===== src/hdl/xmodem_crc_packet_receiver_core_defines.svh =====
// Assertion macros shared by the XMODEM CRC receiver RTL.
// No dependencies; included by the modules that carry assertions.
`ifndef XMODEM_CRC_PACKET_RECEIVER_CORE_DEFINES_SVH
`define XMODEM_CRC_PACKET_RECEIVER_CORE_DEFINES_SVH

// Same-cycle implication, disabled in reset
`define XCRC_ASSERT_IMPL(label, clk, rst_n, ante, cons) \
  label: assert property (@(posedge clk) disable iff (!rst_n) (ante) |-> (cons)) \
    else $error("xcrc assertion failed");

// Next-cycle implication, disabled in reset
`define XCRC_ASSERT_NEXT(label, clk, rst_n, ante, cons) \
  label: assert property (@(posedge clk) disable iff (!rst_n) (ante) |=> (cons)) \
    else $error("xcrc assertion failed");

`endif


===== src/hdl/xcrc_pkg.sv =====
// Shared types, constants and the CRC-16 step for the XMODEM CRC receiver.
// No dependencies; imported by every module of the block.
`default_nettype none
package xcrc_pkg;

  localparam int LONG_PACKET_BYTES  = 1024;
  localparam int SHORT_PACKET_BYTES = 128;
  localparam int ADDR_W             = 24;
  localparam int CNT_W              = 11;
  localparam int CFG_DW             = ADDR_W;
  localparam int QDEPTH             = 2;
  localparam int QAW                = 1;

  localparam logic [CNT_W-1:0] LONG_CNT  = CNT_W'(LONG_PACKET_BYTES);
  localparam logic [CNT_W-1:0] SHORT_CNT = CNT_W'(SHORT_PACKET_BYTES);

  // Serial protocol bytes
  localparam logic [7:0] BYTE_SOH = 8'h01;
  localparam logic [7:0] BYTE_STX = 8'h02;
  localparam logic [7:0] BYTE_EOT = 8'h04;
  localparam logic [7:0] BYTE_ACK = 8'h06;
  localparam logic [7:0] BYTE_NAK = 8'h15;
  localparam logic [7:0] BYTE_CAN = 8'h18;
  localparam logic [7:0] BYTE_C   = 8'h43;

  localparam logic [15:0] CRC_POLY = 16'h1021;

  // Configuration register indexes
  localparam logic [0:0] REG_MAX_ERRORS   = 1'b0;
  localparam logic [0:0] REG_BASE_ADDRESS = 1'b1;

  localparam logic MODE_BYTE = 1'b0;
  localparam logic MODE_TICK = 1'b1;

  localparam logic KIND_HOST  = 1'b0;
  localparam logic KIND_FLASH = 1'b1;

  localparam logic [3:0] FLAG_NONE    = 4'h0;
  localparam logic [3:0] FLAG_NUMBER  = 4'h1;
  localparam logic [3:0] FLAG_COMPL   = 4'h2;
  localparam logic [3:0] FLAG_CRC     = 4'h4;
  localparam logic [3:0] FLAG_TIMEOUT = 4'h8;

  localparam logic [1:0] SE_RUN   = 2'd0;
  localparam logic [1:0] SE_EOT   = 2'd1;
  localparam logic [1:0] SE_ABORT = 2'd2;

  typedef enum logic [2:0] {
    PH_HEADER,
    PH_NUMBER,
    PH_COMPL,
    PH_DATA,
    PH_CRC_HI,
    PH_CRC_LO
  } phase_t;

  // Request from the front part; dbl asks for the result to be sent twice
  typedef struct packed {
    logic              kind;
    logic [7:0]        data;
    logic [ADDR_W-1:0] addr;
    logic              erase;
    logic [3:0]        flags;
    logic              commit;
    logic [1:0]        send;
    logic              dbl;
  } cmd_t;

  typedef struct packed {
    logic              kind;
    logic [7:0]        data;
    logic [ADDR_W-1:0] addr;
    logic              erase;
    logic [3:0]        flags;
    logic              commit;
    logic [1:0]        send;
    logic              last;
  } res_t;

  // One byte of CRC-16, MSB first, eight shift steps
  function automatic logic [15:0] crc_byte(input logic [15:0] crc_in, input logic [7:0] b);
    logic [15:0] c;
    c = crc_in ^ {b, 8'h00};
    for (int i = 0; i < 8; i++) begin
      if (c[15]) begin
        c = {c[14:0], 1'b0} ^ CRC_POLY;
      end else begin
        c = {c[14:0], 1'b0};
      end
    end
    return c;
  endfunction

endpackage
`default_nettype wire


===== src/hdl/xmodem_crc_packet_receiver_core.sv =====
// Top level of the XMODEM 1K/CRC-16 receiver: front part, request queue, back part.
// Depends on xcrc_pkg, xcrc_front, xcrc_queue and xcrc_back.
//
//  Channel  Handshake        Payload
//  input    push / full      in_byte_value, in_mode
//  result   empty / pop      out_kind .. out_last (one result per pop)
//  config   cfg_we           cfg_index, cfg_data
//
// The front part takes one item per cycle while full is low; each item is
// classified and its CRC step done in that cycle. Its result is registered in
// a queue entry and then in the result register before it can be popped.
// A cancelling CAN pair occupies the result port for two pops.
// Reset is synchronous; there is no clearing pass.
// Stalls on pop back up through the two-entry queue and then raise full.
`default_nettype none
module xmodem_crc_packet_receiver_core
  import xcrc_pkg::*;
(
  input  wire logic              clk,
  input  wire logic              rst_n,
  input  wire logic              cfg_we,
  input  wire logic [0:0]        cfg_index,
  input  wire logic [CFG_DW-1:0] cfg_data,
  input  wire logic              push,
  output logic                   full,
  input  wire logic [7:0]        in_byte_value,
  input  wire logic              in_mode,
  output logic                   empty,
  input  wire logic              pop,
  output logic                   out_kind,
  output logic [7:0]             out_out_byte,
  output logic [ADDR_W-1:0]      out_write_address,
  output logic                   out_erase_before,
  output logic [3:0]             out_error_flags,
  output logic                   out_commit,
  output logic [1:0]             out_session_end,
  output logic                   out_last
);

  logic take, req_push, q_valid, q_take;
  cmd_t req_cmd, q_cmd;
  res_t res;

  assign take = push && !full;

  xcrc_front u_front (
    .clk           (clk),
    .rst_n         (rst_n),
    .cfg_we        (cfg_we),
    .cfg_index     (cfg_index),
    .cfg_data      (cfg_data),
    .in_take       (take),
    .in_byte_value (in_byte_value),
    .in_mode       (in_mode),
    .req_push      (req_push),
    .req_cmd       (req_cmd)
  );

  xcrc_queue u_queue (
    .clk      (clk),
    .rst_n    (rst_n),
    .wr_en    (req_push),
    .wr_cmd   (req_cmd),
    .full     (full),
    .rd_en    (q_take),
    .rd_valid (q_valid),
    .rd_cmd   (q_cmd)
  );

  xcrc_back u_back (
    .clk     (clk),
    .rst_n   (rst_n),
    .q_valid (q_valid),
    .q_cmd   (q_cmd),
    .q_take  (q_take),
    .pop     (pop),
    .empty   (empty),
    .res     (res)
  );

  assign out_kind          = res.kind;
  assign out_out_byte      = res.data;
  assign out_write_address = res.addr;
  assign out_erase_before  = res.erase;
  assign out_error_flags   = res.flags;
  assign out_commit        = res.commit;
  assign out_session_end   = res.send;
  assign out_last          = res.last;

endmodule
`default_nettype wire


===== src/hdl/xcrc_front.sv =====
// Front part: configuration registers, protocol state and classification of each input.
// Depends on xcrc_pkg; issues requests into xcrc_queue.
`default_nettype none
module xcrc_front
  import xcrc_pkg::*;
(
  input  wire logic              clk,
  input  wire logic              rst_n,
  input  wire logic              cfg_we,
  input  wire logic [0:0]        cfg_index,
  input  wire logic [CFG_DW-1:0] cfg_data,
  input  wire logic              in_take,
  input  wire logic [7:0]        in_byte_value,
  input  wire logic              in_mode,
  output logic                   req_push,
  output cmd_t                   req_cmd
);

  logic [7:0]        max_err_r;
  logic [ADDR_W-1:0] base_addr_r;

  phase_t            phase_r, phase_nxt;
  logic [7:0]        exp_num_r, exp_num_nxt;
  logic [7:0]        rx_num_r, rx_num_nxt;
  logic [7:0]        rx_cmp_r, rx_cmp_nxt;
  logic [CNT_W-1:0]  byte_cnt_r, byte_cnt_nxt;
  logic              long_r, long_nxt;
  logic [15:0]       crc_r, crc_nxt;
  logic [7:0]        crc_hi_r, crc_hi_nxt;
  logic [7:0]        err_cnt_r, err_cnt_nxt;
  logic [ADDR_W-1:0] addr_off_r, addr_off_nxt;
  logic              first_done_r, first_done_nxt;
  logic [1:0]        sess_r, sess_nxt;

  logic              live, cancel, is_tick, is_open, pkt_end;
  logic [CNT_W-1:0]  cnt_inc, pkt_size;
  logic [ADDR_W:0]   sum_a, sum_b, sum_off;
  logic [ADDR_W-1:0] addr_a, wr_addr, off_adv;
  logic [8:0]        num_sum;
  logic [3:0]        chk_flags;
  logic [7:0]        err_inc;

  // Decode the incoming item
  assign live     = (sess_r == SE_RUN);
  assign cancel   = (err_cnt_r >= max_err_r);
  assign is_tick  = (in_mode == MODE_TICK);
  assign is_open  = (in_byte_value == BYTE_SOH) || (in_byte_value == BYTE_STX);
  assign cnt_inc  = byte_cnt_r + CNT_W'(1);
  assign pkt_size = long_r ? LONG_CNT : SHORT_CNT;
  assign pkt_end  = (cnt_inc >= pkt_size);
  assign err_inc  = (err_cnt_r == 8'hFF) ? err_cnt_r : err_cnt_r + 8'd1;

  // Saturating flash address: base plus packet offset plus byte index
  assign sum_a   = {1'b0, base_addr_r} + {1'b0, addr_off_r};
  assign addr_a  = sum_a[ADDR_W] ? {ADDR_W{1'b1}} : sum_a[ADDR_W-1:0];
  assign sum_b   = {1'b0, addr_a} + (ADDR_W+1)'(byte_cnt_r);
  assign wr_addr = sum_b[ADDR_W] ? {ADDR_W{1'b1}} : sum_b[ADDR_W-1:0];
  assign sum_off = {1'b0, addr_off_r} + (ADDR_W+1)'(pkt_size);
  assign off_adv = sum_off[ADDR_W] ? {ADDR_W{1'b1}} : sum_off[ADDR_W-1:0];

  // Packet checks at the closing CRC byte
  assign num_sum = {1'b0, rx_num_r} + {1'b0, rx_cmp_r};
  always_comb begin
    chk_flags = FLAG_NONE;
    if (rx_num_r != exp_num_r) chk_flags = chk_flags | FLAG_NUMBER;
    if (num_sum != 9'd255) chk_flags = chk_flags | FLAG_COMPL;
    if ({crc_hi_r, in_byte_value} != crc_r) chk_flags = chk_flags | FLAG_CRC;
  end

  // Next phase
  always_comb begin
    phase_nxt = phase_r;
    if (in_take && live) begin
      if (cancel || is_tick) begin
        phase_nxt = PH_HEADER;
      end else begin
        case (phase_r)
          PH_HEADER: if (is_open) phase_nxt = PH_NUMBER;
          PH_NUMBER: phase_nxt = PH_COMPL;
          PH_COMPL:  phase_nxt = PH_DATA;
          PH_DATA:   if (pkt_end) phase_nxt = PH_CRC_HI;
          PH_CRC_HI: phase_nxt = PH_CRC_LO;
          PH_CRC_LO: phase_nxt = PH_HEADER;
          default:   phase_nxt = PH_HEADER;
        endcase
      end
    end
  end

  // Requests and protocol counters
  always_comb begin
    exp_num_nxt    = exp_num_r;
    rx_num_nxt     = rx_num_r;
    rx_cmp_nxt     = rx_cmp_r;
    byte_cnt_nxt   = byte_cnt_r;
    long_nxt       = long_r;
    crc_nxt        = crc_r;
    crc_hi_nxt     = crc_hi_r;
    err_cnt_nxt    = err_cnt_r;
    addr_off_nxt   = addr_off_r;
    first_done_nxt = first_done_r;
    sess_nxt       = sess_r;
    req_push       = 1'b0;
    req_cmd        = '0;
    req_cmd.kind   = KIND_HOST;
    if (in_take && live) begin
      if (cancel) begin
        req_push     = 1'b1;
        req_cmd.data = BYTE_CAN;
        req_cmd.send = SE_ABORT;
        req_cmd.dbl  = 1'b1;
        sess_nxt     = SE_ABORT;
      end else if (is_tick) begin
        if (phase_r == PH_HEADER) begin
          req_push     = !first_done_r;
          req_cmd.data = BYTE_C;
        end else begin
          req_push       = 1'b1;
          req_cmd.data   = BYTE_NAK;
          req_cmd.flags  = FLAG_TIMEOUT;
          err_cnt_nxt    = err_inc;
          first_done_nxt = 1'b1;
        end
      end else begin
        case (phase_r)
          PH_HEADER: begin
            if (is_open) begin
              long_nxt     = (in_byte_value == BYTE_STX);
              byte_cnt_nxt = '0;
              crc_nxt      = '0;
            end else if (in_byte_value == BYTE_EOT) begin
              req_push     = 1'b1;
              req_cmd.data = BYTE_ACK;
              req_cmd.send = SE_EOT;
              sess_nxt     = SE_EOT;
            end else if (in_byte_value == BYTE_CAN) begin
              sess_nxt = SE_ABORT;
            end else begin
              req_push     = 1'b1;
              req_cmd.data = BYTE_NAK;
              err_cnt_nxt  = err_inc;
            end
          end
          PH_NUMBER: rx_num_nxt = in_byte_value;
          PH_COMPL: begin
            rx_cmp_nxt   = in_byte_value;
            byte_cnt_nxt = '0;
            crc_nxt      = '0;
          end
          PH_DATA: begin
            req_push      = 1'b1;
            req_cmd.kind  = KIND_FLASH;
            req_cmd.data  = in_byte_value;
            req_cmd.addr  = wr_addr;
            req_cmd.erase = !first_done_r;
            crc_nxt       = crc_byte(crc_r, in_byte_value);
            byte_cnt_nxt  = cnt_inc;
          end
          PH_CRC_HI: crc_hi_nxt = in_byte_value;
          PH_CRC_LO: begin
            req_push       = 1'b1;
            first_done_nxt = 1'b1;
            if (chk_flags == FLAG_NONE) begin
              req_cmd.data   = BYTE_ACK;
              req_cmd.commit = 1'b1;
              exp_num_nxt    = exp_num_r + 8'd1;
              addr_off_nxt   = off_adv;
            end else begin
              req_cmd.data  = BYTE_NAK;
              req_cmd.flags = chk_flags;
              err_cnt_nxt   = err_inc;
            end
          end
          default: ;
        endcase
      end
    end
  end

  // Configuration writes
  always_ff @(posedge clk) begin
    if (!rst_n) begin
      max_err_r   <= 8'd3;
      base_addr_r <= '0;
    end else if (cfg_we) begin
      case (cfg_index)
        REG_MAX_ERRORS:   max_err_r   <= cfg_data[7:0];
        REG_BASE_ADDRESS: base_addr_r <= cfg_data[ADDR_W-1:0];
        default: ;
      endcase
    end
  end

  // Advance protocol state
  always_ff @(posedge clk) begin
    if (!rst_n) begin
      phase_r      <= PH_HEADER;
      exp_num_r    <= 8'd1;
      rx_num_r     <= '0;
      rx_cmp_r     <= '0;
      byte_cnt_r   <= '0;
      long_r       <= 1'b0;
      crc_r        <= '0;
      crc_hi_r     <= '0;
      err_cnt_r    <= '0;
      addr_off_r   <= '0;
      first_done_r <= 1'b0;
      sess_r       <= SE_RUN;
    end else begin
      phase_r      <= phase_nxt;
      exp_num_r    <= exp_num_nxt;
      rx_num_r     <= rx_num_nxt;
      rx_cmp_r     <= rx_cmp_nxt;
      byte_cnt_r   <= byte_cnt_nxt;
      long_r       <= long_nxt;
      crc_r        <= crc_nxt;
      crc_hi_r     <= crc_hi_nxt;
      err_cnt_r    <= err_cnt_nxt;
      addr_off_r   <= addr_off_nxt;
      first_done_r <= first_done_nxt;
      sess_r       <= sess_nxt;
    end
  end

endmodule
`default_nettype wire


===== src/hdl/xcrc_queue.sv =====
// Two-entry request queue between the front and back parts.
// Depends on xcrc_pkg and the assertion macros header.
`default_nettype none
`include "xmodem_crc_packet_receiver_core_defines.svh"
module xcrc_queue
  import xcrc_pkg::*;
(
  input  wire logic clk,
  input  wire logic rst_n,
  input  wire logic wr_en,
  input  wire cmd_t wr_cmd,
  output logic      full,
  input  wire logic rd_en,
  output logic      rd_valid,
  output cmd_t      rd_cmd
);

  cmd_t             entry_r [QDEPTH];
  logic [QAW-1:0]   wr_ptr_r, rd_ptr_r;
  logic [QAW:0]     cnt_r, cnt_nxt;
  logic             do_wr, do_rd;

  assign full     = (cnt_r == (QAW+1)'(QDEPTH));
  assign rd_valid = (cnt_r != '0);
  assign rd_cmd   = entry_r[rd_ptr_r];
  assign do_wr    = wr_en && !full;
  assign do_rd    = rd_en && rd_valid;

  always_comb begin
    cnt_nxt = cnt_r;
    if (do_wr && !do_rd) cnt_nxt = cnt_r + (QAW+1)'(1);
    if (!do_wr && do_rd) cnt_nxt = cnt_r - (QAW+1)'(1);
  end

  // Store incoming requests
  always_ff @(posedge clk) begin
    if (do_wr) entry_r[wr_ptr_r] <= wr_cmd;
  end

  // Advance pointers and fill count
  always_ff @(posedge clk) begin
    if (!rst_n) begin
      wr_ptr_r <= '0;
      rd_ptr_r <= '0;
      cnt_r    <= '0;
    end else begin
      if (do_wr) wr_ptr_r <= wr_ptr_r + QAW'(1);
      if (do_rd) rd_ptr_r <= rd_ptr_r + QAW'(1);
      cnt_r <= cnt_nxt;
    end
  end

  `XCRC_ASSERT_IMPL(a_q_no_overflow, clk, rst_n, 1'b1, cnt_r <= (QAW+1)'(QDEPTH))
  `XCRC_ASSERT_IMPL(a_q_push_not_full, clk, rst_n, wr_en, !full)
  `XCRC_ASSERT_NEXT(a_q_drain, clk, rst_n, do_rd && !do_wr, cnt_r == $past(cnt_r) - (QAW+1)'(1))

endmodule
`default_nettype wire


===== src/hdl/xcrc_back.sv =====
// Back part: expands requests into results and holds the result register.
// Depends on xcrc_pkg and the assertion macros header.
`default_nettype none
`include "xmodem_crc_packet_receiver_core_defines.svh"
module xcrc_back
  import xcrc_pkg::*;
(
  input  wire logic clk,
  input  wire logic rst_n,
  input  wire logic q_valid,
  input  wire cmd_t q_cmd,
  output logic      q_take,
  input  wire logic pop,
  output logic      empty,
  output res_t      res
);

  res_t res_r, res_nxt;
  logic valid_r, valid_nxt;
  logic second_r, second_nxt;
  logic load;

  assign load   = q_valid && (!valid_r || pop);
  assign empty  = !valid_r;
  assign res    = res_r;

  // Build the next result; a doubled request holds the queue head for one extra result
  always_comb begin
    res_nxt    = res_r;
    valid_nxt  = valid_r && !pop;
    second_nxt = second_r;
    q_take     = 1'b0;
    if (load) begin
      res_nxt.kind   = q_cmd.kind;
      res_nxt.data   = q_cmd.data;
      res_nxt.addr   = q_cmd.addr;
      res_nxt.erase  = q_cmd.erase;
      res_nxt.flags  = q_cmd.flags;
      res_nxt.commit = q_cmd.commit;
      res_nxt.send   = q_cmd.send;
      valid_nxt      = 1'b1;
      if (q_cmd.dbl && !second_r) begin
        res_nxt.last = 1'b0;
        second_nxt   = 1'b1;
      end else begin
        res_nxt.last = 1'b1;
        second_nxt   = 1'b0;
        q_take       = 1'b1;
      end
    end
  end

  always_ff @(posedge clk) begin
    res_r <= res_nxt;
  end

  always_ff @(posedge clk) begin
    if (!rst_n) begin
      valid_r  <= 1'b0;
      second_r <= 1'b0;
    end else begin
      valid_r  <= valid_nxt;
      second_r <= second_nxt;
    end
  end

  `XCRC_ASSERT_IMPL(a_b_split_is_can, clk, rst_n, valid_r && !res_r.last, (res_r.data == BYTE_CAN) && (res_r.send == SE_ABORT))
  `XCRC_ASSERT_IMPL(a_b_head_held, clk, rst_n, second_r, q_valid && q_cmd.dbl)
  `XCRC_ASSERT_NEXT(a_b_second_last, clk, rst_n, load && !q_take, valid_r && !res_r.last)

endmodule
`default_nettype wire

===== config.mk =====
export PLATFORM = sky130hd
export DESIGN_NAME = xmodem_crc_packet_receiver_core
export DESIGN_NICKNAME = d
export VERILOG_FILES = /design/src/hdl/xcrc_pkg.sv /design/src/hdl/xmodem_crc_packet_receiver_core.sv /design/src/hdl/xcrc_front.sv /design/src/hdl/xcrc_queue.sv /design/src/hdl/xcrc_back.sv
export VERILOG_INCLUDE_DIRS = /design/src /design/src/hdl
export SDC_FILE = /design/constraint.sdc
export NUM_CORES = 1
export LEC_CHECK = 0
export BUFFER_PORTS_ARGS = -buffer_cell sky130_fd_sc_hd__buf_2
export CORE_MARGIN = 2
export CORE_UTILIZATION = 56
export CTS_BUF_LIST = sky130_fd_sc_hd__clkbuf_4 sky130_fd_sc_hd__clkbuf_8 sky130_fd_sc_hd__clkbuf_16
export DETAILED_ROUTE_END_ITERATION = 16
export PLACE_DENSITY = 0.82
export SYNTH_ARGS = -nofsm -noshare
export SYNTH_HDL_FRONTEND = slang
export SYNTH_SLANG_ARGS = --single-unit

===== constraint.sdc =====
create_clock -name clk -period 7.91 [get_ports clk]
set_clock_uncertainty 0.1 [all_clocks]
set_input_delay 1.1865 -clock clk [delete_from_list [all_inputs] [get_ports clk]]
set_output_delay 1.1865 -clock clk [all_outputs]
set_load 0.05 [all_outputs]

# After elaboration in Yosys (flattened, before gate mapping)
# Memories as Yosys holds them, arrays and structs flattened. A register that Yosys moved wholly into a read port is not among the register bits.
# Cells that the tools add are included.
[totals]
reg_bits = 178
ramBits = 84
input_bits = 39
output_inout_bits = 44
n_memories = 1
[mem_list]
columns = ["memory", "depth", "width", "read_ports", "rd_clocked_by_memory_dff", "wr", "line", "text"]
rows = [
  ["u_queue.entry_r", 2, 42, 1, 1, 1, "xcrc_queue.sv:18", "cmd_t entry_r [QDEPTH];"],
]
[classes]
add_sub_neg = 11
magnitude_cmp = 2
eq_ne = 24
muxes = 112
bitwise_logic = 12
n_reduce_logical = 42
[op_table]
columns = ["operator", "count"]
rows = [
  ["$mux W16", 29],
  ["$mux W13", 8],
  ["$mux W8", 11],
  ["$mux W24", 3],
  ["$add A24 B11 Y25", 2],
  ["$mux W25", 2],
  ["$pmux W16 S3", 1],
  ["$mux W42", 1],
  ["$pmux W11 S3", 1],
  ["$mux W30", 1],
  ["$add A24 B24 Y25", 1],
  ["$mux W1", 25],
  ["$mux W2", 12],
  ["$not A3 Y3", 8],
  ["$pmux W8 S3", 1],
  ["$mux W11", 2],
  ["$reduce_and A5 Y1", 4],
  ["$add A8 B1 Y8 const B", 2],
  ["$ne A16 B16 Y1", 1],
  ["$pmux W8 S2", 1],
  ["$reduce_and A4 Y1", 4],
  ["$xor A16 B16 Y16", 1],
  ["$mux W3", 5],
  ["$mux W5", 3],
  ["other kinds (39)", 74],
]

# Longest topological paths before layout
[depth]
ltp_word = 46
ltp_mapped = 24

# Hierarchy
# A second synthesis with hierarchy kept.
[hier_totals]
hier_cells = 1406
area_unflattened_um2 = 13690.6
[modules_own_cells]
columns = ["mod", "instances", "cells_each", "area_per_inst_um2", "seq_area_each_um2"]
rows = [
  ["xcrc_front", 1, 1192, 9052.4, 2482.4],
  ["xcrc_queue", 1, 157, 3258.1, 2622.5],
  ["xcrc_back", 1, 56, 1366.3, 1301.2],
  ["xmodem_crc_packet_receiver_core", 1, 1, 13.8, 0.0],
]

# Worst setup path before layout
# No wires, ideal clock.
[synth_path]
kind = "flip-flop to flip-flop"
start = "register u_front.addr_off_r[5]"
end = "memory u_queue.entry_r[0][31] (netlist name) (data pin)"
setup_ns = 0.267
t_arrival_ns = 5.657
required_ns = 7.543
path_slack_ns = 1.886
stages_incl_launch_ff = 25
path_buffers = 3
synth_period_minus_slack_ns = 6.024
path_cell_list = "dfxtp_1 > ha_1 > fa_1 > a21o_1 > a221o_1 > a32o_1 > o221a_2 > nor4b_1 > or2_2 > clkbuf_1 > clkbuf_1 > nand2b_1 > ha_1 > inv_1 > fa_1 > nor2b_1 > o21ai_0 > a21oi_1 > o41ai_1 > nor2_1 > a2111oi_0 > clkbuf_1 > inv_1 > a311oi_1 > nor3_1"
[synth_lines]
columns = ["element", "line", "text"]
rows = [
  ["start: declaration", "xcrc_front.sv:31", "logic [ADDR_W-1:0] addr_off_r, addr_off_nxt;"],
  ["start signal: assignment", "xcrc_front.sv:219", "addr_off_r <= addr_off_nxt;"],
  ["end: declaration", "xcrc_queue.sv:18", ""],
]

==> flow_summary.yaml <==
status:
  outcome: "complete, no violations"
detailed_routing:
  drt_iter0_drc: 982
  met3WireLength_mm: 2.00
  met1_length_mm: 13.4
  routed_via_density: 5.96
  highest_layer: "met4"
  dr_wl_met2_mm: 13.9
  ant_nets: 0
  dr.pass1.iters: 5
  vias: 10600
  drc: 0
  wl_per_cell_um: 16.7
  wirelength_mm: 29.9
worst_setup_path:
  cp.arrival_ns: 6.82
  path_class: "reg -> reg"
  slowest_delay_ns: 0.61
  end_kind: "flop"
  cp.required_ns: 8.06
  startpoint_type: "flop"
  crit_slowest_cell: "a211o_1"
  cp_cell_sequence: "ha_1 > fa_1 > a21o_1 > a221o_1 > a32o_1 > o221a_2 > nor4b_1 > or2_2 > nand2b_1 > ha_1 > inv_1 > fa_1 > nor2b_1 > o21ai_0 > a21oi_1 > o41ai_1 > nor2_1 > a2111oi_1 > buf_4 > a211o_1 > a21oi_1"
  critPathTopFamily: "compound AO/OA/AOI/OAI gates"
  cp_num_buf_inv: 2
  critical_path_peak_fanout: 24
placement:
  place_area_mm2: 0.0142
  hpwl_mm: 20.8
  gp_congestion: 0.905
  portBuffers: 82
  dp.cells: 1734
  dp_worst_setup_slack_ns: 1.32
cts:
  post_cts_buffers: 0
  insertion_delay_ns: 0.55
  cts-root-buf: "clkbuf_16"
  cts_tree: "yes"
  cts_hold_buffers: 0
  htreeDepth: 1
  clk_path_buf_depth: 3
  cts_buffers: 27
  cts_resized: 0
  cts.sinks: 255
  clk_pin_slew_ns: 0.07
timing:
  setup_tns_ns: 0
  timing.fmax_mhz: 150
  whs_ns: 0.362
  finalCritPeriodShare: 0.843
  worst_pin_slew_ns: 1.26
  final-setup-viol-count: 0
  drv_slew: 0
  setup_ws_ns: 1.24
  slew_headroom: 0.158
  finalHoldViolCount: 0
  rsz0062_at_grt: "false"
  period_minus_slack_ns: 6.67
finish:
  finalNonFillerCells: 1785
  post-route-util: 0.637
  drive_gt1_frac: 0.144
  finish.net_count: 1546
  area_growth_pct: 10.8
  design_area_mm2: 0.0150
yosys:
  ys_async_sr_fraction: 0
  netlist_instances: 1403
  syn-cell-area_mm2: 0.0136
  netlist.top_cell.by_area: "edfxtp_1"
  synth_xor_xnor_area_share: 0.0677
  synth.most_common_cell: "nand2_1"
  yosys_most_used_dff: "dfxtp_1"
  synth_cell_type_count: 78
  yosys-top-cells-area: "edfxtp_1, dfxtp_1, ha_1, a21oi_1, xnor2_1"
  synth_top_family_by_area: "simple AND/OR/NAND/NOR gates"
  synth-seq-area-share: 0.467
  syn_area_per_cell_um2: 9.68
  synth_common_cells: "nand2_1, a21oi_1, dfxtp_1, edfxtp_1, nor2_1"
  synth_compound_area_frac: 0.133
  yosys.area.top_type_share: 0.274
  synth-seq-cells: 255
  ys_warn_count: 0
  synth-simple-area-share: 0.178
  synth_edf_count: 124
  syn_nets: 1505
  synth.area.mux_share: 0.0607
  synthAdderAreaFrac: 0.0597
power:
  ir_worst_vdd_v: 0.000260
  power.total_mw: 3.96
  power.density_mw_per_mm2: 263
  p_leak_nw: 5.57
flow_run:
  max-cap-violations: 0
floorplanning:
  rows: 56
  start_util: 0.575
  coreArea_mm2: 0.0236
  die_area_mm2: 0.0255
  die-height_um: 160
  die_x_um: 160
  ios: 83
global_route:
  grt_max_degree: 85
  antenna_found_initial: 1
  grt_pass1_wl_mm: 49.3
  grt-ovfl-total: 0
  grt_pass1_vias: 10100
  grt_usage: 0.230
min_path:
  hp-class: "reg -> reg"
## flip-flops by register name, indices dropped and copies added (netlist names), named ones only
name,count
u_back.valid_r,1
u_queue.cnt_r,2
u_front.rx_num_r,8
u_back.res,42
u_front.base_addr_r,24
u_front.first_done_r,1
u_front.long_r,1
u_front.max_err_r,8
u_queue.rd_ptr_r,1
u_front.crc_hi_r,8
u_queue.entry_r,82
u_front.sess_r,2
u_front.exp_num_r,8
u_front.rx_cmp_r,8
u_front.crc_r,16
u_front.phase_r,3
u_queue.wr_ptr_r,1
u_front.err_cnt_r,8
u_back.second_r,1
u_front.addr_off_r,18
u_front.byte_cnt_r,11
## power by group
group / switching (mW) / internal (mW) / leakage (nW)
Combinational: 0.726 / 0.248 / 2.91
Sequential: 0.0565 / 1.68 / 2.24
Clock: 0.535 / 0.716 / 0.419
Total: 1.32 / 2.65 / 5.57
## logic make-up (layout without fill, tap and decap cells)
logic type / count (synthesis) / in the layout
flops: 255 / 255
other cells: 0 / 1
fa+ha+maj: 63 / 63
buf+inv: 114 / 176
simple gates: 500 / 500
mux: 77 / 77
compound gates: 289 / 289
xor+xnor: 105 / 105
## layout by cell type (no fill, tap or decap), types with 15 or more instances in the layout
master     Yosys  routed
buf_2          9      82
ha_1          60      60
xnor2_1       74      74
o21ai_0       36      36
dfxtp_1      131     131
mux2_2        43      43
a21o_1        15      15
nand4_1       20      20
clkbuf_16      0      27
a21oi_1      137     137
nor4_1        17      17
nor3_1        29      29
inv_1         33      33
nand2_1      168     168
mux2i_1       34      34
nor2_1       101     100
nand3_1       66      66
edfxtp_1     124     124
xor2_1        31      31
## worst min-delay path: stages (launching register included)
cell     delay (ns)
dfxtp_1        0.31
nand2_1        0.05
a21oi_1        0.05
## final timing paths
kind                                       from                           endpoint  slack, ns  cells past startpoint
max          u_front.addr_off_r[5]$_SDFFE_PN0P_   u_queue.entry_r[1][10]$_DFFE_PP_       1.24                     21
min           u_front.max_err_r[2]$_SDFFE_PN0P_  u_front.max_err_r[2]$_SDFFE_PN0P_       0.36                      2
max reg2reg  u_front.addr_off_r[5]$_SDFFE_PN0P_   u_queue.entry_r[1][10]$_DFFE_PP_       1.24                     21
min reg2reg   u_front.max_err_r[2]$_SDFFE_PN0P_  u_front.max_err_r[2]$_SDFFE_PN0P_       0.36                      2
## cell type report
class | count | area [um^2]
diodes | 1 | 2.50
clock buffers | 31 | 712
clock inverters | 19 | 171
fillers | 1905 | 8560
inverters | 35 | 133
multi-input cells | 1034 | 6810
flip-flops and latches | 255 | 6350
well taps | 319 | 399
repair buffers | 91 | 478
## layer usage
layer / GRT usage / vias up
met3: 0.0306 / 53
met1: 0.317 / 5052
met4: 0.0640 / 0
met2: 0.383 / 355
met5: 0 / -
li1: - / 5174
(Power assumes the default switching activity.)
